<file path="src/rtl/core/tgjc_pkg.sv">
// ----------------------------------------------------------------------------
// tgjc_pkg
// Shared types, register codes and fixed-point constants of the tilt, gyro
// and joystick conditioner.
// ----------------------------------------------------------------------------
package tgjc_pkg;

  localparam int WINDOW_LEN_DEF = 20;

  // register indexes on the configuration port
  typedef enum logic [1:0] {
    REG_GYRO_CENTER   = 2'd0,
    REG_GYRO_DEADBAND = 2'd1,
    REG_JOY_DEAD_MAG  = 2'd2
  } reg_idx_t;

  localparam logic [13:0] GYRO_CENTER_RST   = 14'd8180;
  localparam logic [9:0]  GYRO_DEADBAND_RST = 10'd30;
  localparam logic [12:0] JOY_DEAD_MAG_RST  = 13'd246;

  // expansion codes
  localparam logic [1:0] EXP_JOY  = 2'd1;
  localparam logic [1:0] EXP_GYRO = 2'd2;

  // joystick angle windows, 1/16 degree
  localparam logic [12:0] JOY_LEFT_LO  = 13'd3632;
  localparam logic [12:0] JOY_LEFT_HI  = 13'd5024;
  localparam logic [12:0] JOY_RIGHT_LO = 13'd672;
  localparam logic [12:0] JOY_RIGHT_HI = 13'd2144;
  localparam logic [12:0] Q12_ONE      = 13'd4096;

  // reciprocal scaling: q = (n * M) >> RECIP_K, M = ceil(2^RECIP_K / D)
  localparam int RECIP_K = 36;
  localparam longint unsigned CUR_DIV_X = 1200;
  localparam longint unsigned CUR_DIV_Y = 1000;
  localparam longint unsigned YAW_DIV   = 250;
  localparam longint unsigned CUR_X_M =
    ((64'd1 << RECIP_K) + CUR_DIV_X - 1) / CUR_DIV_X;
  localparam longint unsigned CUR_Y_M =
    ((64'd1 << RECIP_K) + CUR_DIV_Y - 1) / CUR_DIV_Y;
  localparam longint unsigned YAW_M =
    ((64'd1 << RECIP_K) + YAW_DIV - 1) / YAW_DIV;
  localparam logic [23:0] CUR_X_BIAS = 24'd600;
  localparam logic [23:0] CUR_Y_BIAS = 24'd500;
  localparam logic [23:0] YAW_BIAS   = 24'd125;
  localparam logic [18:0] YAW_MAG_MAX = 19'h7FFFF;
  localparam logic [15:0] U16_MAX     = 16'hFFFF;

  typedef struct packed {
    logic [13:0] gyro_center;
    logic [9:0]  gyro_deadband;
    logic [12:0] joy_dead_mag;
  } cfg_t;

  // classified item handed from front to back
  typedef struct packed {
    logic               acc_on;
    logic signed [12:0] roll;
    logic signed [12:0] pitch;
    logic               cur_ok;
    logic [9:0]         cx;
    logic [9:0]         cy;
    logic               home;
    logic               joy_upd;
    logic [12:0]        joy_l;
    logic [12:0]        joy_r;
    logic               yaw_int;
    logic signed [14:0] yaw_off;
  } item_t;

endpackage

</file>
<file path="src/rtl/core/tgjc_queue.sv">
// ----------------------------------------------------------------------------
// tgjc_queue
// Two-entry queue of classified items between front and back.
// ----------------------------------------------------------------------------
module tgjc_queue (
  input  logic             clk,
  input  logic             rst_n,
  input  logic             push,
  input  tgjc_pkg::item_t  push_item,
  input  logic             pop,
  output logic             full,
  output logic             head_valid,
  output tgjc_pkg::item_t  head_item
);

  logic [1:0]      count_r;
  tgjc_pkg::item_t ent0_r;
  tgjc_pkg::item_t ent1_r;

  assign full       = (count_r == 2'd2);
  assign head_valid = (count_r != 2'd0);
  assign head_item  = ent0_r;

  always_ff @(posedge clk) begin
    if (!rst_n) begin
      count_r <= 2'd0;
    end else begin
      case ({push, pop && head_valid})
        2'b10:   count_r <= count_r + 2'd1;
        2'b01:   count_r <= count_r - 2'd1;
        default: count_r <= count_r;
      endcase
    end
  end

  always_ff @(posedge clk) begin
    if (pop && head_valid) begin
      if (push && count_r == 2'd1) begin
        ent0_r <= push_item;
      end else begin
        ent0_r <= ent1_r;
      end
      if (push && count_r == 2'd2) begin
        ent1_r <= push_item;
      end
    end else if (push) begin
      if (count_r == 2'd0) begin
        ent0_r <= push_item;
      end else begin
        ent1_r <= push_item;
      end
    end
  end

endmodule

</file>
<file path="config.mk">
export PLATFORM = sky130hd
export DESIGN_NAME = tgjc_queue
export DESIGN_NICKNAME = d
export VERILOG_FILES = /design/src/rtl/core/tgjc_pkg.sv /design/src/rtl/core/tgjc_queue.sv
export SDC_FILE = /design/constraint.sdc
export NUM_CORES = 1
export LEC_CHECK = 0
export BUFFER_PORTS_ARGS = -buffer_cell sky130_fd_sc_hd__buf_2
export CAP_MARGIN = 0
export CORE_UTILIZATION = 46
export CTS_BUF_LIST = sky130_fd_sc_hd__clkbuf_16
export DETAILED_ROUTE_END_ITERATION = 8
export PLACE_DENSITY = 0.72
export SLEW_MARGIN = 15
export SYNTH_ARGS = -nofsm -noshare
export SYNTH_HDL_FRONTEND = slang
export SYNTH_SLANG_ARGS = --single-unit
</file>
<file path="constraint.sdc">
create_clock -name clk -period 13.1 [get_ports clk]
set_input_delay 1.31 -clock clk [delete_from_list [all_inputs] [get_ports clk]]
set_output_delay 1.31 -clock clk [all_outputs]
set_load 0.01 [all_outputs]
</file>
==> impl_metrics.tcl, run 1 <==
set metrics [dict create \
    grt_antenna_before_repair 1 \
    fin_nets 613 \
    setup_tns_ns 0 \
    synth_cell_types 20 \
    slowest_stage "nor2_4" \
    multiInputGateArea_mm2 0.001526 \
    overflow 0 \
    ys_ff_latch 186 \
    die_h_um 127.6 \
    cts_hold_buf 0 \
    yosys-top-cells-area "edfxtp_1, mux2_4, buf_12" \
    seq_area_mm2 0.005565 \
    slowest_delay_ns 0.82 \
    dieArea_mm2 0.01628 \
    wire_per_inst_um 16.60 \
    rsz0062_at_grt "false" \
    grt_pass1_wl_um 18710 \
    initialDrtViolationCount 177 \
    clkTransAtPathRegs_ns 0.07 \
    final_cells 736 \
    cts_made_buffers 17 \
    layout-drive-gt1-share_pct 60.57 \
    r2r-end "ent1_r[3]$_DFFE_PP_" \
    cp-end-kind "register" \
    ios 190 \
    synth_cells 312 \
    seq_power_share_pct 48.4 \
    finalSetupViolCount 0 \
    pwr-share-clk_pct 22.4 \
    cp.required_ns 13.16 \
    cts_tree "built" \
    yosysMostFrequentCell "edfxtp_1" \
    reg2reg_from "count_r[0]$_SDFFE_PN0P_" \
    place_area_mm2 0.008332 \
    min_to "head_item[52]$_DFFE_PP_" \
    hp-class "register to register" \
    fmax_ghz 0.2816 \
    crit_fanout 54 \
    critPathLaunchType "input port" \
    worstMarginPinSlew_ns 1.097 \
    synth_commonest_cells "edfxtp_1, mux2_4, mux2_2, buf_12, ha_1" \
    syn_area_mm2 0.007254 \
    firstDrtPassIters 4 \
    finalCritPeriodShare_pct 27.11 \
    finClkSkew_ns 0.009703 \
    cts_resized 0 \
    grt_max_degree 93 \
    final_core_util_pct 58.01 \
    clockBufferDepth 2 \
    p_sw_share_pct 29.44 \
    grt_pass1_vias 3510 \
    drc_errors 0 \
    synth_flop_cell "edfxtp_1" \
    fillCellCount 1188 \
    syn_nets 413 \
    ys_async_sr_fraction_pct 0 \
    hold_depth 1 \
    synth.top_cell.area_share_pct 76.16 \
    portBuffers 189 \
    yosysWarnings 0 \
    grt_usage_pct 15.60 \
    place.gp.congestion 0.7559 \
    core-area_mm2 0.01531 \
    routed_wirelength_um 12220 \
    reg2reg_depth 6 \
    area_delta_synth_final_pct 22.46 \
    power.leakage_nw 3.664 \
    die_w_um 127.6 \
    synth_edf_count 184 \
    ys_seq_area_share_pct 76.72 \
    antennaDiodeCount 0 \
    powerDensity_mw_per_mm2 242.1 \
    vias 3475 \
    hold_viol 0 \
    crit_chain "buf_2, nor2b_4, mux2_2, nor2_4, buf_4" \
    viasPerCell 4.721 \
    crit_arrival_ns 3.61 \
    rrSetupSlack_ns 9.81 \
    drv_cap 0 \
    cts.sink_count 186 \
    dp_cells 704 \
    final_area_mm2 0.008884 \
    yosys.area.top_type "edfxtp_1" \
    start_util_pct 47.37 \
    clk_latency_ns 0.42 \
    p_switching_uw 633.1 \
    p_int_mw 1.518 \
    hp-start "ent1_r[52]$_DFFE_PP_" \
    max-vdd-ir-drop_mv 0.2557 \
    post-route-min-period_ns 3.552 \
    crit_type "input port to register" \
    fin_total_pwr_mw 2.151 \
    detail-route-antenna-nets 0 \
    power.share.combinational_pct 29.1 \
    postCtsSetupBuffers 0 \
    syn_avg_cell_area_um2 23.25 \
    slew_violations 0 \
    fp-row-count 45 \
    htreeDepth 4 \
    relSlewSlack_pct 26.67 \
    status "completed" \
    cts-root-buf "clkbuf_16" \
    dp_hpwl_um 7946 \
]
## cells by family (layout without fill, tap and decap cells)
| group | after synthesis | count (layout) | share of synthesized area, % |
|---|---|---|---|
| buffers and inverters | 14 | 227 | 2.639 |
| AND/OR/NAND/NOR | 10 | 10 | 0.8279 |
| AO/OA/AOI/OAI | 2 | 2 | 0.1378 |
| flip-flops | 186 | 186 | 76.72 |
| adder cells (fa/ha/maj) | 5 | 5 | 0.8624 |
| multiplexers | 93 | 93 | 18.58 |
| XOR/XNOR | 2 | 2 | 0.2415 |
## metal layers
layer,routed length [µm],GRT usage [%]
met1,5305,20.17
met2,5863,24.14
met3,801,4.899
met4,232,7.336
met5,17,0
## critical path: cells and delay by family
kind / cells / cell delay, ns
simple gates: 2 / 1.03
mux: 1 / 0.38
buf+inv: 2 / 0.81
## per-stage QoR
step	worst slack, ns	hold slack, ns
2_1_floorplan	6.934	0.5248
6_report	9.548	0.5466
5_1_grt	9.362	0.5603
3_3_place_gp	9.132	0.5297
3_5_place_dp	9.068	0.5335
4_1_cts	9.520	0.5466
## sequential cells by signal, indices dropped and copies added (netlist names)
register / count
count_r: 2
ent1_r: 92
head_item: 92
## cell type report
type | count | area share [%]
multi-input combinational | 112 | 17.18
tap | 211 | 2.972
sequential | 186 | 62.65
inverter | 4 | 0.1690
timing repair buffer | 191 | 10.82
clock buffer | 17 | 4.789
clock inverter | 15 | 1.423
## power by group through the flow
stage | sequential (mW) | combinational (mW) | clock [mW]
6_report | 1.04 | 0.627 | 0.482
5_1_grt | 1.06 | 0.680 | 0.515
4_1_cts | 1.05 | 0.642 | 0.495
3_5_place_dp | 1.06 | 0.640 | 0
3_3_place_gp | 1.05 | 0.629 | 0
2_1_floorplan | 1.15 | 0.374 | 0
## placed cells by master, fill, tap and decap left out, types with 2 or more instances in the layout
cell type   netlist  layout
clkinv_4          0       2
clkinv_2          0       4
mux2_2           13      13
ha_1              5       5
buf_4             0       2
nand2_1           4       3
buf_2             1     189
clkbuf_16         0      17
mux2_4           80      80
clkinvlp_4        0       3
inv_1             4       4
dfxtp_1           2       2
inv_6             0       2
clkinv_1          0       2
edfxtp_1        184     184
## worst max-delay path by stage
stage	start	to	slack [ns]	cells past startpoint
global route	pop	ent1_r[3]$_DFFE_PP_	9.36	5
detailed placement	pop	ent1_r[9]$_DFFE_PP_	9.07	5
finish	pop	ent1_r[3]$_DFFE_PP_	9.55	5
CTS	pop	ent1_r[69]$_DFFE_PP_	9.52	5
global placement	pop	ent1_r[2]$_DFFE_PP_	9.13	5
floorplan	pop	ent1_r[0]$_DFFE_PP_	6.93	3
(Power assumes the default switching activity.)
==> inputs of run 2 (changes only) <==
==> constraint.sdc (replaced) <==
create_clock -name clk -period 3.4 [get_ports clk]
set_input_delay 0.34 -clock clk [delete_from_list [all_inputs] [get_ports clk]]
set_output_delay 0.34 -clock clk [all_outputs]
set_load 0.01 [all_outputs]
==> impl_metrics.tcl, run 2 (synthesis results as in run 1) <==
set metrics [dict create \
    finClkSkew_ns 0.008614 \
    slowest_delay_ns 0.53 \
    overflow 0 \
    cp.required_ns 3.57 \
    vias 3490 \
    fp-row-count 45 \
    postCtsSetupBuffers 0 \
    wire_per_inst_um 16.09 \
    hp-class "input port to register" \
    die_w_um 127.6 \
    cp-endpoint "head_item[43]$_DFFE_PP_" \
    slowest_stage "mux2_4" \
    dieArea_mm2 0.01628 \
    routed_wirelength_um 11840 \
    clk_latency_ns 0.42 \
    final_core_util_pct 57.91 \
    cts_resized 0 \
    grt_antenna_before_repair 0 \
    max-vdd-ir-drop_mv 0.6283 \
    fmax_ghz 0.4329 \
    firstDrtPassIters 4 \
    slew_violations 0 \
    ios 190 \
    cts_tree "built" \
    htreeDepth 4 \
    reg2reg_from "count_r[0]$_SDFFE_PN0P_" \
    area_delta_synth_final_pct 22.25 \
    detail-route-antenna-nets 0 \
    dp_hpwl_um 7654 \
    clockBufferDepth 2 \
    hp-start "push_item[3]" \
    die_h_um 127.6 \
    worstMarginPinSlew_ns 0.9806 \
    core-area_mm2 0.01531 \
    grt_pass1_vias 3515 \
    crit_buf_inv 1 \
    finalSetupViolCount 0 \
    reg2reg_depth 5 \
    viasPerCell 4.742 \
    cts_made_buffers 17 \
    initialDrtViolationCount 204 \
    grt_max_degree 93 \
    final_cell_mix "buf_2, edfxtp_1, mux2_4" \
    crit_arrival_ns 2.48 \
    cp-end-kind "register" \
    grt_usage_pct 14.97 \
    crit_start "count_r[0]$_SDFFE_PN0P_" \
    drv_cap 0 \
    grt_pass1_wl_um 17960 \
    powerDensity_mw_per_mm2 922.3 \
    post-route-min-period_ns 2.310 \
    drc_errors 0 \
    critPathLaunchType "register" \
    final_common_cell "buf_2" \
    crit_type "register to register" \
    hold_viol 0 \
    cts.sink_count 186 \
    r2r-end "head_item[43]$_DFFE_PP_" \
    setup_tns_ns 0 \
    cts-root-buf "clkbuf_16" \
    layout-drive-gt1-share_pct 59.62 \
    rrSetupSlack_ns 1.09 \
    finalCritPeriodShare_pct 67.94 \
    crit_cells 5 \
    crit_fanout 92 \
    fin_nets 613 \
    crit_family "simple AND/OR/NAND/NOR gates" \
    portBuffers 189 \
    rsz0062_at_grt "false" \
    place.gp.congestion 0.6818 \
    start_util_pct 47.37 \
    antennaDiodeCount 0 \
    status "completed" \
    crit_chain "inv_1, ha_1, nor2b_4, nand2_8, mux2_4" \
    clkTransAtPathRegs_ns 0.06 \
    power.leakage_nw 3.643 \
    relSlewSlack_pct 34.63 \
    cts_hold_buf 0 \
]
-- run 2: cell types whose count changed in the layout (fill, tap and decap cells not counted) --
cell        previous run  this run
clkinvlp_4             3         5
inv_6                  2         1
clkinv_1               2         6
buf_4                  2         0
inv_8                  1         0
clkinv_4               2         1
clkinv_2               4         1
inv_1                  4         5
bufinv_16              1         0
buf_12                 0         2
-- run 2: worst min-delay path by stage --
stage,to,slack (ns),cells past startpoint
after floorplan,ent1_r[0]$_DFFE_PP_,0.44,0
after global placement,head_item[17]$_DFFE_PP_,0.53,1
after detailed placement,ent1_r[3]$_DFFE_PP_,0.53,1
after CTS,ent1_r[3]$_DFFE_PP_,0.08,1
after global routing,ent1_r[67]$_DFFE_PP_,0.08,1
final,ent1_r[3]$_DFFE_PP_,0.11,1
-- run 2: layer usage --
layer / global-route usage (%) / vias up / wire (µm)
li1: - / 1632 / -
met1: 17.95 / 1704 / 5045
met2: 24.24 / 137 / 5776
met3: 5.444 / 17 / 838
met4: 6.851 / 0 / 182
met5: 0 / - / 0
-- run 2: cell type report --
| cell class | count | area [µm²] |
|---|---|---|
| Clock buffer | 17 | 425.4 |
| Multi-Input combinational cell | 112 | 1526 |
| Timing Repair Buffer | 191 | 985.9 |
| Sequential cell | 186 | 5565 |
| Clock inverter | 15 | 86.33 |
| Inverter | 4 | 15.01 |
| Tap cell | 211 | 264.0 |
| Fill cell | 1207 | 6446 |
-- run 2: report_power, final --
part / leakage, nW / total [mW] / internal [mW] / switching, mW
combinational: 1.64 / 2.47 / 1.10 / 1.38
sequential: 1.76 / 3.98 / 3.77 / 0.214
clock: 0.238 / 1.72 / 0.917 / 0.804
-- run 2: stage by stage --
step	cell area, µm²	hold slack (ns)	std cells	power [mW]	worst slack, ns
floorplan	7262	0.4389	312	5.812	0.09323
global route	8869	0.08277	736	8.596	0.9767
finish	8869	0.1070	736	8.179	1.090
global placement	8357	0.5288	704	6.476	1.199
detailed placement	8357	0.5304	704	6.585	1.104
CTS	8869	0.08423	736	8.314	1.094
