<file path="src/rtl/core/tgjc_pkg.sv">
// ----------------------------------------------------------------------------
// tgjc_pkg
// Shared types, register codes and fixed-point constants of the tilt, gyro
// and joystick conditioner.
// ----------------------------------------------------------------------------
package tgjc_pkg;

  localparam int WINDOW_LEN_DEF = 20;

  // register indexes on the configuration port
  typedef enum logic [1:0] {
    REG_GYRO_CENTER   = 2'd0,
    REG_GYRO_DEADBAND = 2'd1,
    REG_JOY_DEAD_MAG  = 2'd2
  } reg_idx_t;

  localparam logic [13:0] GYRO_CENTER_RST   = 14'd8180;
  localparam logic [9:0]  GYRO_DEADBAND_RST = 10'd30;
  localparam logic [12:0] JOY_DEAD_MAG_RST  = 13'd246;

  // expansion codes
  localparam logic [1:0] EXP_JOY  = 2'd1;
  localparam logic [1:0] EXP_GYRO = 2'd2;

  // joystick angle windows, 1/16 degree
  localparam logic [12:0] JOY_LEFT_LO  = 13'd3632;
  localparam logic [12:0] JOY_LEFT_HI  = 13'd5024;
  localparam logic [12:0] JOY_RIGHT_LO = 13'd672;
  localparam logic [12:0] JOY_RIGHT_HI = 13'd2144;
  localparam logic [12:0] Q12_ONE      = 13'd4096;

  // reciprocal scaling: q = (n * M) >> RECIP_K, M = ceil(2^RECIP_K / D)
  localparam int RECIP_K = 36;
  localparam longint unsigned CUR_DIV_X = 1200;
  localparam longint unsigned CUR_DIV_Y = 1000;
  localparam longint unsigned YAW_DIV   = 250;
  localparam longint unsigned CUR_X_M =
    ((64'd1 << RECIP_K) + CUR_DIV_X - 1) / CUR_DIV_X;
  localparam longint unsigned CUR_Y_M =
    ((64'd1 << RECIP_K) + CUR_DIV_Y - 1) / CUR_DIV_Y;
  localparam longint unsigned YAW_M =
    ((64'd1 << RECIP_K) + YAW_DIV - 1) / YAW_DIV;
  localparam logic [23:0] CUR_X_BIAS = 24'd600;
  localparam logic [23:0] CUR_Y_BIAS = 24'd500;
  localparam logic [23:0] YAW_BIAS   = 24'd125;
  localparam logic [18:0] YAW_MAG_MAX = 19'h7FFFF;
  localparam logic [15:0] U16_MAX     = 16'hFFFF;

  typedef struct packed {
    logic [13:0] gyro_center;
    logic [9:0]  gyro_deadband;
    logic [12:0] joy_dead_mag;
  } cfg_t;

  // classified item handed from front to back
  typedef struct packed {
    logic               acc_on;
    logic signed [12:0] roll;
    logic signed [12:0] pitch;
    logic               cur_ok;
    logic [9:0]         cx;
    logic [9:0]         cy;
    logic               home;
    logic               joy_upd;
    logic [12:0]        joy_l;
    logic [12:0]        joy_r;
    logic               yaw_int;
    logic signed [14:0] yaw_off;
  } item_t;

endpackage

</file>
<file path="src/rtl/core/tgjc_if.sv">
// ----------------------------------------------------------------------------
// tgjc_in_if / tgjc_out_if
// Valid/ready channels for sensor reports and conditioned results.
// ----------------------------------------------------------------------------
interface tgjc_in_if;
  logic               valid;
  logic               ready;
  logic               acc_on;
  logic signed [12:0] roll_deg;
  logic signed [12:0] pitch_deg;
  logic               ir_on;
  logic [9:0]         cursor_x;
  logic [9:0]         cursor_y;
  logic               home_pressed;
  logic [1:0]         expansion;
  logic [12:0]        joy_angle;
  logic [12:0]        joy_mag;
  logic [13:0]        gyro_z;

  modport source (output valid, acc_on, roll_deg, pitch_deg, ir_on, cursor_x, cursor_y,
                  home_pressed, expansion, joy_angle, joy_mag, gyro_z, input ready);
  modport sink (input valid, acc_on, roll_deg, pitch_deg, ir_on, cursor_x, cursor_y,
                home_pressed, expansion, joy_angle, joy_mag, gyro_z, output ready);
endinterface


</file>
<file path="src/rtl/core/tgjc_front.sv">
// ----------------------------------------------------------------------------
// tgjc_front
// Accepts sensor reports and classifies them: cursor gating, joystick
// direction pick and gyro dead band test.
// ----------------------------------------------------------------------------
module tgjc_front (
  tgjc_in_if.sink          in_ch,
  input  tgjc_pkg::cfg_t   cfg,
  input  logic             q_full,
  output logic             push,
  output tgjc_pkg::item_t  item
);

  logic [12:0]        mag_c;
  logic               live;
  logic signed [14:0] off;
  logic [13:0]        off_abs;
  logic               is_gyro;

  assign in_ch.ready = !q_full;
  assign push        = in_ch.valid && !q_full;
  assign is_gyro     = (in_ch.expansion == tgjc_pkg::EXP_GYRO);

  always_comb begin
    mag_c = (in_ch.joy_mag > tgjc_pkg::Q12_ONE) ? tgjc_pkg::Q12_ONE : in_ch.joy_mag;
    live  = (mag_c >= cfg.joy_dead_mag);
    off   = $signed({1'b0, in_ch.gyro_z}) - $signed({1'b0, cfg.gyro_center});
    off_abs = off[14] ? 14'(-off) : off[13:0];

    item.acc_on  = in_ch.acc_on;
    item.roll    = in_ch.roll_deg;
    item.pitch   = in_ch.pitch_deg;
    item.cur_ok  = in_ch.ir_on && (in_ch.cursor_x != 10'd0) && (in_ch.cursor_y != 10'd0);
    item.cx      = in_ch.cursor_x;
    item.cy      = in_ch.cursor_y;
    item.home    = in_ch.home_pressed;
    item.joy_upd = (in_ch.expansion == tgjc_pkg::EXP_JOY);
    item.joy_l   = 13'd0;
    item.joy_r   = 13'd0;
    if (live && in_ch.joy_angle >= tgjc_pkg::JOY_LEFT_LO
        && in_ch.joy_angle <= tgjc_pkg::JOY_LEFT_HI) begin
      item.joy_l = mag_c;
    end else if (live && in_ch.joy_angle >= tgjc_pkg::JOY_RIGHT_LO
                 && in_ch.joy_angle <= tgjc_pkg::JOY_RIGHT_HI) begin
      item.joy_r = mag_c;
    end
    item.yaw_int = is_gyro && (off_abs > {4'd0, cfg.gyro_deadband});
    item.yaw_off = off;
  end

endmodule

</file>
<file path="src/flat_wrapper.sv">
// flat-port wrapper written by rule: the top's interface ports become plain ports
module tgjc_front_flat 
  (cfg, q_full, push, item, in_ch_valid, in_ch_acc_on, in_ch_roll_deg, in_ch_pitch_deg, in_ch_ir_on, in_ch_cursor_x, in_ch_cursor_y, in_ch_home_pressed, in_ch_expansion, in_ch_joy_angle, in_ch_joy_mag, in_ch_gyro_z, in_ch_ready);
  tgjc_in_if in_ch_i ();
  input  tgjc_pkg::cfg_t cfg;
  input  logic q_full;
  output logic push;
  output tgjc_pkg::item_t item;
  input wire logic [$bits(in_ch_i.valid)-1:0] in_ch_valid;
  input wire logic [$bits(in_ch_i.acc_on)-1:0] in_ch_acc_on;
  input wire logic [$bits(in_ch_i.roll_deg)-1:0] in_ch_roll_deg;
  input wire logic [$bits(in_ch_i.pitch_deg)-1:0] in_ch_pitch_deg;
  input wire logic [$bits(in_ch_i.ir_on)-1:0] in_ch_ir_on;
  input wire logic [$bits(in_ch_i.cursor_x)-1:0] in_ch_cursor_x;
  input wire logic [$bits(in_ch_i.cursor_y)-1:0] in_ch_cursor_y;
  input wire logic [$bits(in_ch_i.home_pressed)-1:0] in_ch_home_pressed;
  input wire logic [$bits(in_ch_i.expansion)-1:0] in_ch_expansion;
  input wire logic [$bits(in_ch_i.joy_angle)-1:0] in_ch_joy_angle;
  input wire logic [$bits(in_ch_i.joy_mag)-1:0] in_ch_joy_mag;
  input wire logic [$bits(in_ch_i.gyro_z)-1:0] in_ch_gyro_z;
  output wire logic [$bits(in_ch_i.ready)-1:0] in_ch_ready;
  assign in_ch_i.valid = in_ch_valid;
  assign in_ch_i.acc_on = in_ch_acc_on;
  assign in_ch_i.roll_deg = in_ch_roll_deg;
  assign in_ch_i.pitch_deg = in_ch_pitch_deg;
  assign in_ch_i.ir_on = in_ch_ir_on;
  assign in_ch_i.cursor_x = in_ch_cursor_x;
  assign in_ch_i.cursor_y = in_ch_cursor_y;
  assign in_ch_i.home_pressed = in_ch_home_pressed;
  assign in_ch_i.expansion = in_ch_expansion;
  assign in_ch_i.joy_angle = in_ch_joy_angle;
  assign in_ch_i.joy_mag = in_ch_joy_mag;
  assign in_ch_i.gyro_z = in_ch_gyro_z;
  assign in_ch_ready = in_ch_i.ready;
  tgjc_front u_core (.in_ch(in_ch_i), .cfg(cfg), .q_full(q_full), .push(push), .item(item));
endmodule
</file>
<file path="config.mk">
export PLATFORM = sky130hd
export DESIGN_NAME = tgjc_front_flat
export DESIGN_NICKNAME = d
export VERILOG_FILES = /design/src/rtl/core/tgjc_pkg.sv /design/src/rtl/core/tgjc_if.sv /design/src/rtl/core/tgjc_front.sv /design/src/flat_wrapper.sv
export SDC_FILE = /design/constraint.sdc
export NUM_CORES = 1
export LEC_CHECK = 0
export BUFFER_PORTS_ARGS = -buffer_cell sky130_fd_sc_hd__buf_4
export CAP_MARGIN = 20
export CORE_MARGIN = 10
export CORE_UTILIZATION = 40
export DETAILED_ROUTE_END_ITERATION = 16
export GPL_ROUTABILITY_DRIVEN = 0
export PLACE_DENSITY_LB_ADDON = 0.15
export SLEW_MARGIN = 0
export SYNTH_ARGS = -nofsm -noshare
export SYNTH_HDL_FRONTEND = slang
export SYNTH_SLANG_ARGS = --single-unit
</file>
<file path="constraint.sdc">
create_clock -name vclk -period 5.1
set_clock_uncertainty 0.15 [all_clocks]
set_input_delay 0.51 -clock vclk [all_inputs]
set_output_delay 0.51 -clock vclk [all_outputs]
set_load 0.01 [all_outputs]
</file>
==> run metrics, run 1 <==
cell family with most CP delay compound AO/OA/AOI/OAI gates; unrepaired setup endpoints after global routing false; global-route wire length before repair 13,600 µm; Worst Path Max Fanout 7; mux contribution to synthesized area 0.00874; critical path's largest stage delay 450 ps; Slew Limit Headroom 0.549; Peak VDD IR 0.0000703 V; Max Slew Vio Count 0; hold-critical path endpoint item[73]; Switching Share 0.500; Power Density 128 mW/mm²; largest family of logic cells by synthesized area buffers and inverters; DRT iter0 DRCs 116; DR vias/cell 5.06; final hold violation count 0; vias in the first global route 2,909; num sequential 0; worst path required time 4440 ps; Synth Area in Simple Gates 0.239; DP Wirelength 7760 µm; Setup TNS Final 0 ps; Cells after Synth 373; kind of critical path input port to output pin; leading area contributor after synthesis ha_1; IO Count 224; clock buffer count 0; count leader, synth inv_1; Hold Crit Depth 0; Synth top area share 0.195; type of origin of the critical path input port; Critical-path top delay cell xor2_1; ranking of synthesized cells by area ha_1, buf_4, inv_1; final setup fails 0; Rows 28; Synth Area in Adders 0.204; ANT cells 0; Min-Delay Path Class input port to output pin; WL/cell 15.1 µm; Final #Nets 662; post-synthesis sequential area ratio 0; final worst path period need 4840 ps; syn_area_per_cell 6.52 µm²; cell leakage power 1.97 nW; Power, Total 0.441 mW; WP buf/inv 3; Max Cap Viol 0; DRC errors left 0; fin crit share 0.949; Hold Crit Start in_ch_pitch_deg[8]; Detail Route Antenna Nets 0; syn_nets 542; status finished clean; Area Overhead vs Synth 41.3%; layout cells sized above 1 0.365; crit path DAT 4180 ps; ordered list of cells on the worst path buf_4 > inv_1 > ha_1 > fa_1 > nor2b_1 > o2111ai_1 > nand2_1 > xor2_1 > o21ai_0 > xnor2_1 > ha_1 > a21o_1 > a21o_1 > a21oi_1 > a32oi_2 > a2111o_1 > mux2i_1 > o32ai_1 > buf_4; Core Box Area 0.00592 mm²; combinational group share of total power 1.000; sequential cell area 0 µm²; pin count of the biggest net entering global routing 15; die span in x 98 µm; Port Buffer Count 168; Ys Warns 0; Max Freq 207 MHz; Reg power frac 0; Cell Area, Synth 0.00243 mm²; drt first pass iters 4; Compound-Gate Fraction of Synth Area 0.231; library cells used by synthesis 50; via count 2,862; Synth Area in XOR/XNOR 0.0648; net switching power 0.221 mW; Pint 0.220 mW; Die Y 98 µm; post-layout util 0.581; die area 0.00960 mm²; DRT Wirelength 8560 µm; Worst Tran Pin Value 659 ps; Initial Utilization 0.411; initial antenna violation count 0; CP Capture Type output pin; global-route total usage across every layer 0.159; Clock power frac 0; top cells by count, synth inv_1, buf_4, nor2_1; residual overflow from global routing 0
==> per-layer routing <==
metal | vias up | routed length, µm | GRT usage
li1 | 1473 | - | -
met5 | - | 0 | 0
met1 | 1265 | 3370 | 0.180
met4 | 0 | 122 | 0.0246
met3 | 22 | 666 | 0.0338
met2 | 102 | 4410 | 0.299
==> cell families after synthesis <==
| logic type | count (synthesis) |
|---|---|
| adder cells (fa/ha/maj) | 39 |
| buffers and inverters | 114 |
| AND/OR/NAND/NOR | 119 |
| AO/OA/AOI/OAI | 81 |
| multiplexers | 2 |
| XOR/XNOR | 18 |
==> how the worst max path moves through the flow <==
stage                          from  endpoint  slack, ps  cells after the start
floorplan           in_ch_gyro_z[0]  item[15]        600                     20
global placement    in_ch_gyro_z[0]  item[15]        400                     21
detailed placement  in_ch_gyro_z[0]  item[15]        270                     22
CTS                 in_ch_gyro_z[0]  item[15]        260                     22
global route        in_ch_gyro_z[0]  item[15]          5                     19
finish              in_ch_gyro_z[0]  item[15]        260                     19
==> metrics by stage <==
stage	hold WS (ps)	cells	worst slack [ps]	area [µm²]
3_5_place_dp	870	566	271	3430
3_3_place_gp	870	566	397	3430
6_report	870	566	260	3440
4_1_cts	870	566	262	3430
2_1_floorplan	914	373	595	2430
5_1_grt	870	566	4.83	3440
==> placed cells by master (no fill, tap or decap), drive strengths merged, types with 5 or more instances in the layout <==
| cell | count |
|---|---|
| a21o | 10 |
| a21oi | 13 |
| buf | 172 |
| ha | 38 |
| inv | 60 |
| nand2 | 22 |
| nand2b | 5 |
| nand4 | 8 |
| nor2 | 48 |
| nor2b | 6 |
| o2111ai | 5 |
| o21a | 10 |
| o21ai | 16 |
| or4 | 8 |
| xnor2 | 15 |
==> area by class of cell <==
cell class | count | area, µm²
fill | 592 | 2480
timing repair buffer | 172 | 1290
inverter | 60 | 225
multi-input combinational | 259 | 1830
tap | 75 | 93.8
==> power groups by stage <==
stage                     combinational [mW]  sequential (mW)  clock [mW]
after floorplan                        0.288                0           0
after global placement                 0.431                0           0
after detailed placement               0.438                0           0
after CTS                              0.440                0           0
after global routing                   0.494                0           0
final                                  0.441                0           0
==> timing repair <==
item	in CTS	in global routing
resized for setup	0	2
hold buffers	0	0
setup buffers	0	0
setup endpoints to repair	0	1
endpoints found under the hold margin	0	0
Power figures use the tool's default switching activity.
==> run 2, diff against run 1 <==
--- a/config.mk
+++ b/config.mk
@@ -5,10 +5,11 @@
 export SDC_FILE = /design/constraint.sdc
 export NUM_CORES = 1
 export LEC_CHECK = 0
+export ABC_AREA = 1
 export BUFFER_PORTS_ARGS = -buffer_cell sky130_fd_sc_hd__buf_4
 export CAP_MARGIN = 20
 export CORE_MARGIN = 10
-export CORE_UTILIZATION = 40
+export CORE_UTILIZATION = 30
 export DETAILED_ROUTE_END_ITERATION = 16
 export GPL_ROUTABILITY_DRIVEN = 0
 export PLACE_DENSITY_LB_ADDON = 0.15
==> constraint.sdc (replaced) <==
create_clock -name vclk -period 5.71
set_clock_uncertainty 0.15 [all_clocks]
set_input_delay 0.571 -clock vclk [all_inputs]
set_output_delay 0.571 -clock vclk [all_outputs]
set_load 0.01 [all_outputs]
==> run 2 against run 1 <==
Critical path depth increased by 7. Clock-buffer cell count stayed put. Worst hold slack better by 120 ps. Via count rose by 15%. Synthesized cell count is 34% higher. Final cell count rose by 28%. Sequential cell count stayed put. Wire length up 14%. Highest routed layer unchanged.
==> run metrics, run 2 <==
Hold Crit Start in_ch_pitch_deg[0]; DP Wirelength 9080 µm; Max Used Layer met4; Synth top area share 0.177; die area 0.0131 mm²; most frequent cells in the layout buf_4, nand2_1, inv_1; DP Area 0.00370 mm²; hold buffer count at cts 0; status finished clean; pin count of the biggest net entering global routing 14; leading area contributor after synthesis ha_1; wire length on met3 839 µm; Post-Layout Inst Area 0.00370 mm²; Peak VDD IR 0.0000516 V; met1 wire length 3620 µm; top cells by count, synth nand2_1, inv_1, nor2_1; met2 wire len 5180 µm; Pint 0.174 mW; DRT iter0 DRCs 168; sequential cell area 0 µm²; Power Density 103 mW/mm²; Core Box Area 0.00872 mm²; Slew Limit Headroom 0.558; Initial Utilization 0.308; commonest non-fill, non-tap cell in the layout buf_4; final hold violation count 0; count leader, synth nand2_1; post-synthesis sequential area ratio 0; drt first pass iters 4; num sequential 0; cell leakage power 2.34 nW; initial antenna violation count 0; Setup TNS Final 0 ps; vias in the first global route 3,336; WL/cell 13.5 µm; crit path DAT 3590 ps; kind of critical path input port to output pin; Max Slew Vio Count 0; Area Overhead vs Synth 37.5%; final setup fails 0; Cells after Synth 500; ANT cells 0; DR vias/cell 4.56; Min-Delay Path Class input port to output pin; via count 3,299; crit path from in_ch_gyro_z[0]; clock buffer count 0; postcts setup bufs 0; DRT Wirelength 9750 µm; layout cells sized above 1 0.310; Switching Share 0.545; Detail Route Antenna Nets 0; fin crit share 0.756; final worst path period need 4320 ps; worst path required time 4990 ps; Port Buffer Count 168; global-route wire length before repair 15,300 µm; type of origin of the critical path input port; ranking of synthesized cells by area ha_1, nand2_1, inv_1; DRC errors left 0; syn_nets 669; Final #Nets 787; Ys Warns 0; Max Freq 232 MHz; Worst Tran Pin Value 661 ps; combinational group share of total power 1.000; IO Count 224; Rows 34; Reg power frac 0; Worst Path Max Fanout 11; library cells used by synthesis 32; syn_area_per_cell 5.38 µm²; Cell Area, Synth 0.00269 mm²; CP Capture Type output pin; Die Y 115 µm; Max Cap Viol 0; Clock power frac 0; number of gates resized after CTS 0; unrepaired setup endpoints after global routing false; residual overflow from global routing 0; global-route total usage across every layer 0.134; die span in x 115 µm; net switching power 0.208 mW
run 2: critical path: stages:
cell	delay, ps
buf_4	110
inv_1	40
ha_1	170
fa_1	190
inv_1	90
nand2_1	60
nand2_1	50
nand3_1	90
a21oi_1	80
nor2_1	520
inv_2	90
nor2_1	130
xor2_1	150
inv_1	50
ha_1	290
nand2_1	70
nor2_1	130
o21ai_0	90
o211ai_1	90
nand2_1	70
nand3_1	60
nand2_1	50
nand2_1	60
nor2_1	50
a21oi_2	100
buf_4	130
run 2: final timing paths:
path	end	slack, ps	depth (start not counted)
max	item[15]	1390	26
min	item[65]	990	0
run 2: power by group through the flow:
stage | clock network, mW | logic [mW] | registers (mW)
floorplan | 0 | 0.262 | 0
global placement | 0 | 0.381 | 0
detailed placement | 0 | 0.387 | 0
CTS | 0 | 0.389 | 0
global route | 0 | 0.437 | 0
finish | 0 | 0.383 | 0
run 2: routing by layer:
layer  vias to the layer above  GRT usage
met5                         -          0
met4                         0     0.0175
met3                        13     0.0325
met2                       108      0.269
met1                      1440      0.138
li1                       1738          -
run 2: layout make-up:
class | instances | area (µm²)
fill | 1001 | 5020
inverter | 108 | 405
timing repair buffer | 168 | 1260
multi-input combinational | 340 | 1890
tap | 108 | 135
run 2: kinds of logic (layout without fill, tap and decap cells):
group,count (synthesis),in the layout,synth area share
AO/OA/AOI/OAI,38,38,0.0861
buffers and inverters,160,276,0.295
XOR/XNOR,8,8,0.0261
AND/OR/NAND/NOR,255,255,0.408
adder cells (fa/ha/maj),39,39,0.184
run 2: stage by stage:
stage          setup slack, ps  instances  utilization  hold slack (ps)  total power, mW
2_1_floorplan             1900        500            -             1040            0.262
3_3_place_gp              1420        724        0.424              992            0.381
3_5_place_dp              1380        724        0.424              992            0.387
4_1_cts                   1370        724        0.424              992            0.389
5_1_grt                    860        724        0.424              992            0.437
6_report                  1390        724        0.424              992            0.383
