**src/rtl/core/tgjc_pkg.sv**
```systemverilog
// ----------------------------------------------------------------------------
// tgjc_pkg
// Shared types, register codes and fixed-point constants of the tilt, gyro
// and joystick conditioner.
// ----------------------------------------------------------------------------
package tgjc_pkg;

  localparam int WINDOW_LEN_DEF = 20;

  // register indexes on the configuration port
  typedef enum logic [1:0] {
    REG_GYRO_CENTER   = 2'd0,
    REG_GYRO_DEADBAND = 2'd1,
    REG_JOY_DEAD_MAG  = 2'd2
  } reg_idx_t;

  localparam logic [13:0] GYRO_CENTER_RST   = 14'd8180;
  localparam logic [9:0]  GYRO_DEADBAND_RST = 10'd30;
  localparam logic [12:0] JOY_DEAD_MAG_RST  = 13'd246;

  // expansion codes
  localparam logic [1:0] EXP_JOY  = 2'd1;
  localparam logic [1:0] EXP_GYRO = 2'd2;

  // joystick angle windows, 1/16 degree
  localparam logic [12:0] JOY_LEFT_LO  = 13'd3632;
  localparam logic [12:0] JOY_LEFT_HI  = 13'd5024;
  localparam logic [12:0] JOY_RIGHT_LO = 13'd672;
  localparam logic [12:0] JOY_RIGHT_HI = 13'd2144;
  localparam logic [12:0] Q12_ONE      = 13'd4096;

  // reciprocal scaling: q = (n * M) >> RECIP_K, M = ceil(2^RECIP_K / D)
  localparam int RECIP_K = 36;
  localparam longint unsigned CUR_DIV_X = 1200;
  localparam longint unsigned CUR_DIV_Y = 1000;
  localparam longint unsigned YAW_DIV   = 250;
  localparam longint unsigned CUR_X_M =
    ((64'd1 << RECIP_K) + CUR_DIV_X - 1) / CUR_DIV_X;
  localparam longint unsigned CUR_Y_M =
    ((64'd1 << RECIP_K) + CUR_DIV_Y - 1) / CUR_DIV_Y;
  localparam longint unsigned YAW_M =
    ((64'd1 << RECIP_K) + YAW_DIV - 1) / YAW_DIV;
  localparam logic [23:0] CUR_X_BIAS = 24'd600;
  localparam logic [23:0] CUR_Y_BIAS = 24'd500;
  localparam logic [23:0] YAW_BIAS   = 24'd125;
  localparam logic [18:0] YAW_MAG_MAX = 19'h7FFFF;
  localparam logic [15:0] U16_MAX     = 16'hFFFF;

  typedef struct packed {
    logic [13:0] gyro_center;
    logic [9:0]  gyro_deadband;
    logic [12:0] joy_dead_mag;
  } cfg_t;

  // classified item handed from front to back
  typedef struct packed {
    logic               acc_on;
    logic signed [12:0] roll;
    logic signed [12:0] pitch;
    logic               cur_ok;
    logic [9:0]         cx;
    logic [9:0]         cy;
    logic               home;
    logic               joy_upd;
    logic [12:0]        joy_l;
    logic [12:0]        joy_r;
    logic               yaw_int;
    logic signed [14:0] yaw_off;
  } item_t;

endpackage

```
**src/rtl/core/tgjc_regs.sv**
```systemverilog
// ----------------------------------------------------------------------------
// tgjc_regs
// APB-style configuration registers.
// ----------------------------------------------------------------------------
module tgjc_regs (
  input  logic              clk,
  input  logic              rst_n,
  input  logic              cfg_psel,
  input  logic              cfg_penable,
  input  logic              cfg_pwrite,
  input  logic [3:0]        cfg_paddr,
  input  logic [31:0]       cfg_pwdata,
  output logic [31:0]       cfg_prdata,
  output logic              cfg_pready,
  output tgjc_pkg::cfg_t    cfg
);

  tgjc_pkg::cfg_t cfg_r;
  logic           wr_en;

  assign cfg_pready = 1'b1;
  assign wr_en      = cfg_psel && cfg_penable && cfg_pwrite;
  assign cfg        = cfg_r;

  always_ff @(posedge clk) begin
    if (!rst_n) begin
      cfg_r.gyro_center   <= tgjc_pkg::GYRO_CENTER_RST;
      cfg_r.gyro_deadband <= tgjc_pkg::GYRO_DEADBAND_RST;
      cfg_r.joy_dead_mag  <= tgjc_pkg::JOY_DEAD_MAG_RST;
    end else if (wr_en) begin
      unique case (cfg_paddr[3:2])
        tgjc_pkg::REG_GYRO_CENTER:   cfg_r.gyro_center   <= cfg_pwdata[13:0];
        tgjc_pkg::REG_GYRO_DEADBAND: cfg_r.gyro_deadband <= cfg_pwdata[9:0];
        tgjc_pkg::REG_JOY_DEAD_MAG:  cfg_r.joy_dead_mag  <= cfg_pwdata[12:0];
        default: ;
      endcase
    end
  end

  always_comb begin
    unique case (cfg_paddr[3:2])
      tgjc_pkg::REG_GYRO_CENTER:   cfg_prdata = {18'd0, cfg_r.gyro_center};
      tgjc_pkg::REG_GYRO_DEADBAND: cfg_prdata = {22'd0, cfg_r.gyro_deadband};
      tgjc_pkg::REG_JOY_DEAD_MAG:  cfg_prdata = {19'd0, cfg_r.joy_dead_mag};
      default:                     cfg_prdata = 32'd0;
    endcase
  end

endmodule

```
**config.mk**
```make
export PLATFORM = sky130hd
export DESIGN_NAME = tgjc_regs
export DESIGN_NICKNAME = d
export VERILOG_FILES = /design/src/rtl/core/tgjc_pkg.sv /design/src/rtl/core/tgjc_regs.sv
export SDC_FILE = /design/constraint.sdc
export NUM_CORES = 1
export LEC_CHECK = 0
export BUFFER_PORTS_ARGS = -buffer_cell sky130_fd_sc_hd__buf_2
export CORE_MARGIN = 5
export CORE_UTILIZATION = 45
export CTS_BUF_LIST = sky130_fd_sc_hd__clkbuf_8
export DETAILED_ROUTE_END_ITERATION = 16
export HOLD_SLACK_MARGIN = 0.02
export PLACE_DENSITY = 0.9
export SETUP_SLACK_MARGIN = 0.02
export SLEW_MARGIN = 10
export SYNTH_ARGS = -nofsm -noshare
export SYNTH_HDL_FRONTEND = slang
export SYNTH_SLANG_ARGS = --single-unit
```
**constraint.sdc**
```tcl
create_clock -name clk -period 1.78 [get_ports clk]
set_clock_uncertainty 0.05 [all_clocks]
set_input_delay 0.534 -clock clk [delete_from_list [all_inputs] [get_ports clk]]
set_output_delay 0.534 -clock clk [all_outputs]
set_load 0.02 [all_outputs]
```
==> results of run 1 <==
worst max-delay path by stage:
| stage | slack (ns) | startpoint | endpoint | cells after the start |
|---|---|---|---|---|
| CTS | -0.06 | cfg_paddr[3] | cfg_prdata[4] | 5 |
| global placement | -0.12 | cfg_paddr[3] | cfg_prdata[3] | 6 |
| floorplan | 0.02 | cfg_paddr[3] | cfg_prdata[2] | 4 |
| global route | -0.09 | cfg_paddr[3] | cfg_prdata[4] | 5 |
| detailed placement | -0.13 | cfg_paddr[3] | cfg_prdata[4] | 5 |
| finish | -0.08 | cfg_paddr[3] | cfg_prdata[4] | 5 |
final cells by class:
type	instances	area [µm²]
clock inverters	1	3.75
multi-input cells	157	1120
well taps	50	62.6
fillers	350	1340
flip-flops and latches	37	741
repair buffers	91	712
clock buffers	6	82.6
inverters	6	22.5
repair_timing:
| item | CTS | global route |
|---|---|---|
| cloned | 3 | 0 |
| resized for setup | 44 | 3 |
| setup buffers | 1 | 2 |
| endpoints found under the hold margin | 0 | 0 |
| pin swaps | 4 | 1 |
| setup endpoints to repair | 14 | 14 |
cell usage in the layout, fill, tap and decap left out, types with 2 or more instances in the layout:
master                     instances
sky130_fd_sc_hd__inv_1             7
sky130_fd_sc_hd__buf_6            17
sky130_fd_sc_hd__clkbuf_8          6
sky130_fd_sc_hd__nor2b_1          19
sky130_fd_sc_hd__conb_1           19
sky130_fd_sc_hd__buf_16            2
sky130_fd_sc_hd__o21ai_2          10
sky130_fd_sc_hd__mux2i_2           2
sky130_fd_sc_hd__buf_2            55
sky130_fd_sc_hd__mux2i_4           2
sky130_fd_sc_hd__dfxtp_1          37
sky130_fd_sc_hd__nand2_2           2
sky130_fd_sc_hd__a21oi_1           2
sky130_fd_sc_hd__buf_4            12
sky130_fd_sc_hd__o31ai_1           5
sky130_fd_sc_hd__buf_12            5
sky130_fd_sc_hd__nor2_2            3
sky130_fd_sc_hd__nand2_1          37
sky130_fd_sc_hd__mux2i_1          39
sky130_fd_sc_hd__o211ai_1          6
cells by family (layout without fill, tap and decap cells):
group,after synthesis,in the layout
simple gates,72,72
mux,43,43
buf+inv,40,104
flops,37,37
compound gates,23,23
other cells,2,19
Yosys cell counts:
cell,instances
sky130_fd_sc_hd__a21oi_1,2
sky130_fd_sc_hd__and2_1,1
sky130_fd_sc_hd__and3_2,1
sky130_fd_sc_hd__buf_2,5
sky130_fd_sc_hd__buf_4,22
sky130_fd_sc_hd__buf_6,1
sky130_fd_sc_hd__clkbuf_1,6
sky130_fd_sc_hd__conb_1,2
sky130_fd_sc_hd__dfxtp_1,37
sky130_fd_sc_hd__inv_1,6
sky130_fd_sc_hd__mux2i_1,43
sky130_fd_sc_hd__nand2_1,39
sky130_fd_sc_hd__nand2b_1,1
sky130_fd_sc_hd__nand3_1,1
sky130_fd_sc_hd__nand3_4,1
sky130_fd_sc_hd__nand3b_2,1
sky130_fd_sc_hd__nor2_1,3
sky130_fd_sc_hd__nor2b_1,20
sky130_fd_sc_hd__nor3_2,1
sky130_fd_sc_hd__nor3b_1,2
sky130_fd_sc_hd__o211ai_1,6
sky130_fd_sc_hd__o21ai_0,10
sky130_fd_sc_hd__o31ai_1,5
sky130_fd_sc_hd__or3_1,1
report_power, final:
group	switching, mW	leakage [nW]	internal (mW)	total, mW
combinational	0.200	0.921	0.157	0.358
clock	0.272	0.0485	0.301	0.573
sequential	0.0101	0.300	0.840	0.850
tightest hold or removal path, cell delays in order (launching register included):
cell and delay, ns:
sky130_fd_sc_hd__dfxtp_1 0.32, sky130_fd_sc_hd__nand2_1 0.05, sky130_fd_sc_hd__mux2i_1 0.05
metal layers:
metal	share of wire (%)	wire, µm	vias up	GRT usage [%]
met5	0	0	-	0
met4	0.73	38	0	5.24
met3	7.1	370	4	3.56
met2	49	2540	63	31.2
met1	43	2250	795	23.0
li1	-	-	850	-
per-stage QoR:
step | cell area [µm²] | hold slack (ns)
floorplan | 2090 | 0.495
global placement | 2410 | 0.404
detailed placement | 2410 | 0.419
CTS | 2720 | 0.428
global route | 2740 | 0.455
finish | 2740 | 0.424
==> qor.tcl, run 1 <==
set qor(status) {finished with violations}
set qor(violations_in_the_final_reports) {negative setup slack}
set qor(power-per-cell-area_nw_per_um2) 649
set qor(cts_buffer_count) 5
set qor(routed_wire_length_um) 5200
set qor(cp.required_ns) 1.20
set qor(tritoncts) {built}
set qor(report.final.setup_viol) 12
set qor(highest_delay_cell_along_the_critical_path) {sky130_fd_sc_hd__mux2i_4}
set qor(drive_gt1_share_pct) 41.3
set qor(detail_route.first_pass.iterations) 4
set qor(end_of_the_worst_register_to_register_path) {cfg[17]}
set qor(fin_setup_tns_ns) -0.409
set qor(arithmetic_cell_share_of_the_synthesized_area_counting_full_adders_half_adders_and_majority_gates_pct) 0
set qor(final_critical_path_setup_slack_ns) -0.0786
set qor(finalHoldViolCount) 0
set qor(worst_path_largest_cell_delay_ns) 0.18
set qor(portBuffers) 71
set qor(die_h_um) 75.6
set qor(clk_pin_slew_ns) 0.07
set qor(synth.yosys.seq_area_share_pct) 38.3
set qor(cts.sinks) 37
set qor(rr_worst_depth) 3
set qor(pin_count) 111
set qor(synth_cell_types) 24
set qor(initial_core_util_pct) 47.4
set qor(setup.worst_path.class) {input port to primary output}
set qor(drtAntennaViolNets) 0
set qor(yosys-top-cells-area) {sky130_fd_sc_hd__dfxtp_1 (38%), sky130_fd_sc_hd__mux2i_1 (22%), sky130_fd_sc_hd__buf_4 (8.5%)}
set qor(holdCritPathClass) {flop to flop}
set qor(max_clock_freq_mhz) 538
set qor(largest_reg_flops) 37
set qor(path_cells) {buf_12 -> buf_12 -> mux2i_4 -> o21ai_2 -> buf_6}
set qor(cp_data_arrival_time_ns) 1.27
set qor(timing.hold.worst_endpoint) {cfg[8]}
set qor(clk_root_buffer_cell) {sky130_fd_sc_hd__clkbuf_8}
set qor(layout_min_cycle_time_ns) 1.86
set qor(timing.critical_path.buf_inv) 3
set qor(total_power_mw) 1.78
set qor(preCtsSetupSlack_ns) -0.129
set qor(mean_routed_wirelength_per_cell_um) 14.9
set qor(num_vias) 1712
set qor(largest_net_degree_at_the_start_of_global_routing) 56
set qor(post_synth_inst_count) 217
set qor(critPathLaunchType) {input port}
set qor(hold_path_startpoint) {cfg[8]}
set qor(hold_path_depth) 2
set qor(synth-simple-area-share_pct) 19.0
set qor(htree_num_levels) 2
set qor(synth_top_cell_area_share_pct) 38.3
set qor(r2r-start) {cfg[17]}
set qor(ys_seq_elements) 37
set qor(overflow) 0
set qor(design.final.nets) 339
set qor(synth_top_cell_by_area) {sky130_fd_sc_hd__dfxtp_1}
set qor(end_kind) {primary output}
set qor(clk-insertion-delay-late_ns) 0.28
set qor(grt_antenna_before_repair) 0
set qor(dieArea_um2) 5710
set qor(dpl.cell_count) 335
set qor(post-route-util_pct) 67.1
set qor(fp-row-count) 23
set qor(synthToLayoutAreaGrowth_pct) 41.7
set qor(cp_delay_by_family_top) {buffers and inverters}
set qor(most_common_cell_on_crit_path) {sky130_fd_sc_hd__buf_12}
set qor(fin_cells) 348
set qor(placeableCoreArea_um2) 4090
set qor(timing.final.crit_share_pct) 104
set qor(groute.usage.overall_pct) 18.1
set qor(share_of_the_synthesized_area_in_compound_gates_ao_oa_aoi_oai_pct) 7.37
set qor(drc_violations) 0
set qor(main_combinational_cell_family_by_area_after_synthesis) {multiplexers}
set qor(ir_worst_vdd_v) 0.000410
set qor(cts_hold_buf) 0
set qor(path_max_fanout) 5
set qor(dr.first_iter.drc_count) 46
set qor(netlist_area_um2) 1940
set qor(hpwlAfterDp_um) 3630
set qor(detail_route.vias_per_cell) 4.92
set qor(drv.max_cap_violation_count) 0
set qor(slew_violations) 0
set qor(rrSetupSlack_ns) 0.98
set qor(synthMuxAreaShare_pct) 22.2
set qor(die_w_um) 75.6
set qor(share_of_the_synthesized_netlist_area_taken_by_xor_and_xnor_gates_pct) 0
set qor(place_congestion) 0.746
set qor(ys_warn_count) 0
set qor(first_global_vias) 1621
set qor(max-clock-path-buffers) 2
set qor(p_leak_nw) 1.27
set qor(antennaDiodeCount) 0
set qor(postSynthAreaPerCell_um2) 8.92
set qor(grt_first_pass_wirelength_um) 7750
set qor(rsz_0062_raised_after_global_routing) {true}
(Power assumes the default switching activity.)
==> run 2, diff against run 1 <==
CORE_MARGIN = 2   (was 5)
==> run 2 against run 1 <==
Worst hold slack improved by 0.00089 ns; register-to-register slack about the same; critical endpoint is now cfg_prdata[6]; power grew 9.4%; core utilization up 0.26 points; sequential power hardly changed; highest routed layer unchanged; largest power group unchanged; the run still ends with negative setup slack left; sequential share of layout area rose by 0.087 points; global-route usage grew 2.1 points.
==> qor.tcl, run 2 (same netlist as run 1, synthesis figures left out) <==
set qor(placed_area_um2) 2420
set qor(preCtsSetupSlack_ns) -0.128
set qor(first_global_vias) 1596
set qor(p_sw_mw) 0.505
set qor(power-per-cell-area_nw_per_um2) 712
set qor(cp_data_arrival_time_ns) 1.25
set qor(layout_min_cycle_time_ns) 1.83
set qor(clk_root_buffer_cell) {sky130_fd_sc_hd__clkbuf_8}
set qor(violations_in_the_final_reports) {negative setup slack}
set qor(mostFrequentLayoutCell) {sky130_fd_sc_hd__buf_2}
set qor(finalHoldViolCount) 0
set qor(report.final.setup_viol) 9
set qor(setup.worst_path.class) {input port to primary output}
set qor(total_power_mw) 1.95
set qor(antennaDiodeCount) 0
set qor(r2r-start) {cfg[17]}
set qor(htree_num_levels) 2
set qor(slew_violations) 0
set qor(dr.first_iter.drc_count) 78
set qor(clk-insertion-delay-late_ns) 0.29
set qor(clk_pin_slew_ns) 0.07
set qor(crit_start) {cfg_paddr[3]}
set qor(portBuffers) 71
set qor(share_comb_of_total_power_pct) 17.6
set qor(hpwlAfterDp_um) 3480
set qor(final.hold.worst_slack_ns) 0.424
set qor(max-clock-path-buffers) 2
set qor(critPathLaunchType) {input port}
set qor(max_clock_freq_mhz) 545
set qor(cp.required_ns) 1.20
set qor(drv.max_cap_violation_count) 0
set qor(detail_route.first_pass.iterations) 4
set qor(rrSetupSlack_ns) 0.97
set qor(grt_first_pass_wirelength_um) 7800
set qor(timing.final.crit_share_pct) 103
set qor(routed_wire_length_um) 4830
set qor(largest_reg_flops) 37
set qor(grt_antenna_before_repair) 0
set qor(pin_count) 111
set qor(hold_path_startpoint) {cfg[36]}
set qor(final_critical_path_setup_slack_ns) -0.0545
set qor(die_h_um) 69.6
set qor(placeableCoreArea_um2) 4060
set qor(ir_worst_vdd_v) 0.000423
set qor(p_leak_nw) 1.26
set qor(drc_violations) 0
set qor(multi_input_area_um2) 1120
set qor(design.final.nets) 339
set qor(overflow) 0
set qor(final_design_area_no_fill_um2) 2730
set qor(layout.cells.most_common_list) {sky130_fd_sc_hd__buf_2 (57), sky130_fd_sc_hd__dfxtp_1 (37), sky130_fd_sc_hd__mux2i_1 (36)}
set qor(cts.sinks) 37
set qor(mean_routed_wirelength_per_cell_um) 13.8
set qor(num-fill-cells) 323
set qor(die_w_um) 69.6
set qor(switching_share_pct) 25.9
set qor(drive_gt1_share_pct) 43.8
set qor(holdCritPathClass) {flop to flop}
set qor(num_vias) 1703
set qor(tritoncts) {built}
set qor(end_kind) {primary output}
set qor(rsz_0062_raised_after_global_routing) {true}
set qor(path_max_fanout) 7
set qor(drtAntennaViolNets) 0
set qor(largest_net_degree_at_the_start_of_global_routing) 33
set qor(post-route-util_pct) 67.4
set qor(share_clk_of_total_power_pct) 38.7
set qor(fp-row-count) 23
set qor(cts_buffer_count) 5
set qor(synthToLayoutAreaGrowth_pct) 41.2
set qor(dieArea_um2) 4840
set qor(detail_route.vias_per_cell) 4.88
set qor(status) {finished with violations}
set qor(place_congestion) 0.719
set qor(cellInternalPower_mw) 1.44
set qor(power.sequential.fraction_pct) 43.6
set qor(register_area_um2) 741
set qor(groute.usage.overall_pct) 20.2
set qor(initial_core_util_pct) 47.7
==> run 2: cell count changes in the layout (fill, tap and decap cells not counted), sizes merged <==
cell      delta
bufinv       +1
inv          -1
clkinvlp     +1
==> run 2: through the flow <==
step / TNS [ns] / instances
floorplan: 0 / 234
global route: -0.551 / 349
global placement: -1.24 / 338
detailed placement: -1.64 / 338
CTS: -0.106 / 349
finish: -0.197 / 349
==> run 2: layer usage <==
metal  share of wire, %  routed length [µm]  up-vias  track usage (%)
li1                   -                   -      845                -
met1                 45                2190      799             27.2
met2                 48                2330       54             32.7
met3                5.4                 259        5             3.92
met4                1.0                  49        0             6.54
met5                  0                   0        -                0
==> run 2: area by class of cell <==
cell class,instances,share of cell area (%)
Inverter,6,0.824
Sequential cell,37,27.1
Tap cell,50,2.29
Multi-Input combinational cell,157,40.9
Timing Repair Buffer,91,24.5
Clock inverter,2,1.37
Clock buffer,6,3.02
==> run 2: power by group through the flow <==
| stage | clock, mW | combinational [mW] | sequential, mW |
|---|---|---|---|
| 6_report | 0.754 | 0.343 | 0.850 |
| 5_1_grt | 0.803 | 0.368 | 0.851 |
| 4_1_cts | 0.768 | 0.336 | 0.849 |
| 3_5_place_dp | 0 | 0.290 | 0.868 |
| 3_3_place_gp | 0 | 0.285 | 0.867 |
| 2_1_floorplan | 0 | 0.217 | 0.881 |
==> run 2: final timing paths <==
check,cells after the start,endpoint
worst max-delay path,5,cfg_prdata[6]
worst min-delay path,2,cfg[36]
worst max register to register,3,cfg[17]
worst min register to register,2,cfg[36]
==> run 2: what timing repair did <==
action / CTS / global route
gates resized for setup: 36 / 12
setup buffers: 2 / 0
cloned: 1 / 0
pin swaps: 2 / 1
endpoints found under the setup margin: 14 / 14
hold buffers: 0 / 0
==> run 2: critical path: stages <==
cell                      delay (ns)
sky130_fd_sc_hd__buf_12         0.10
sky130_fd_sc_hd__buf_12         0.14
sky130_fd_sc_hd__mux2i_2        0.25
sky130_fd_sc_hd__o21ai_2        0.09
sky130_fd_sc_hd__buf_6          0.13
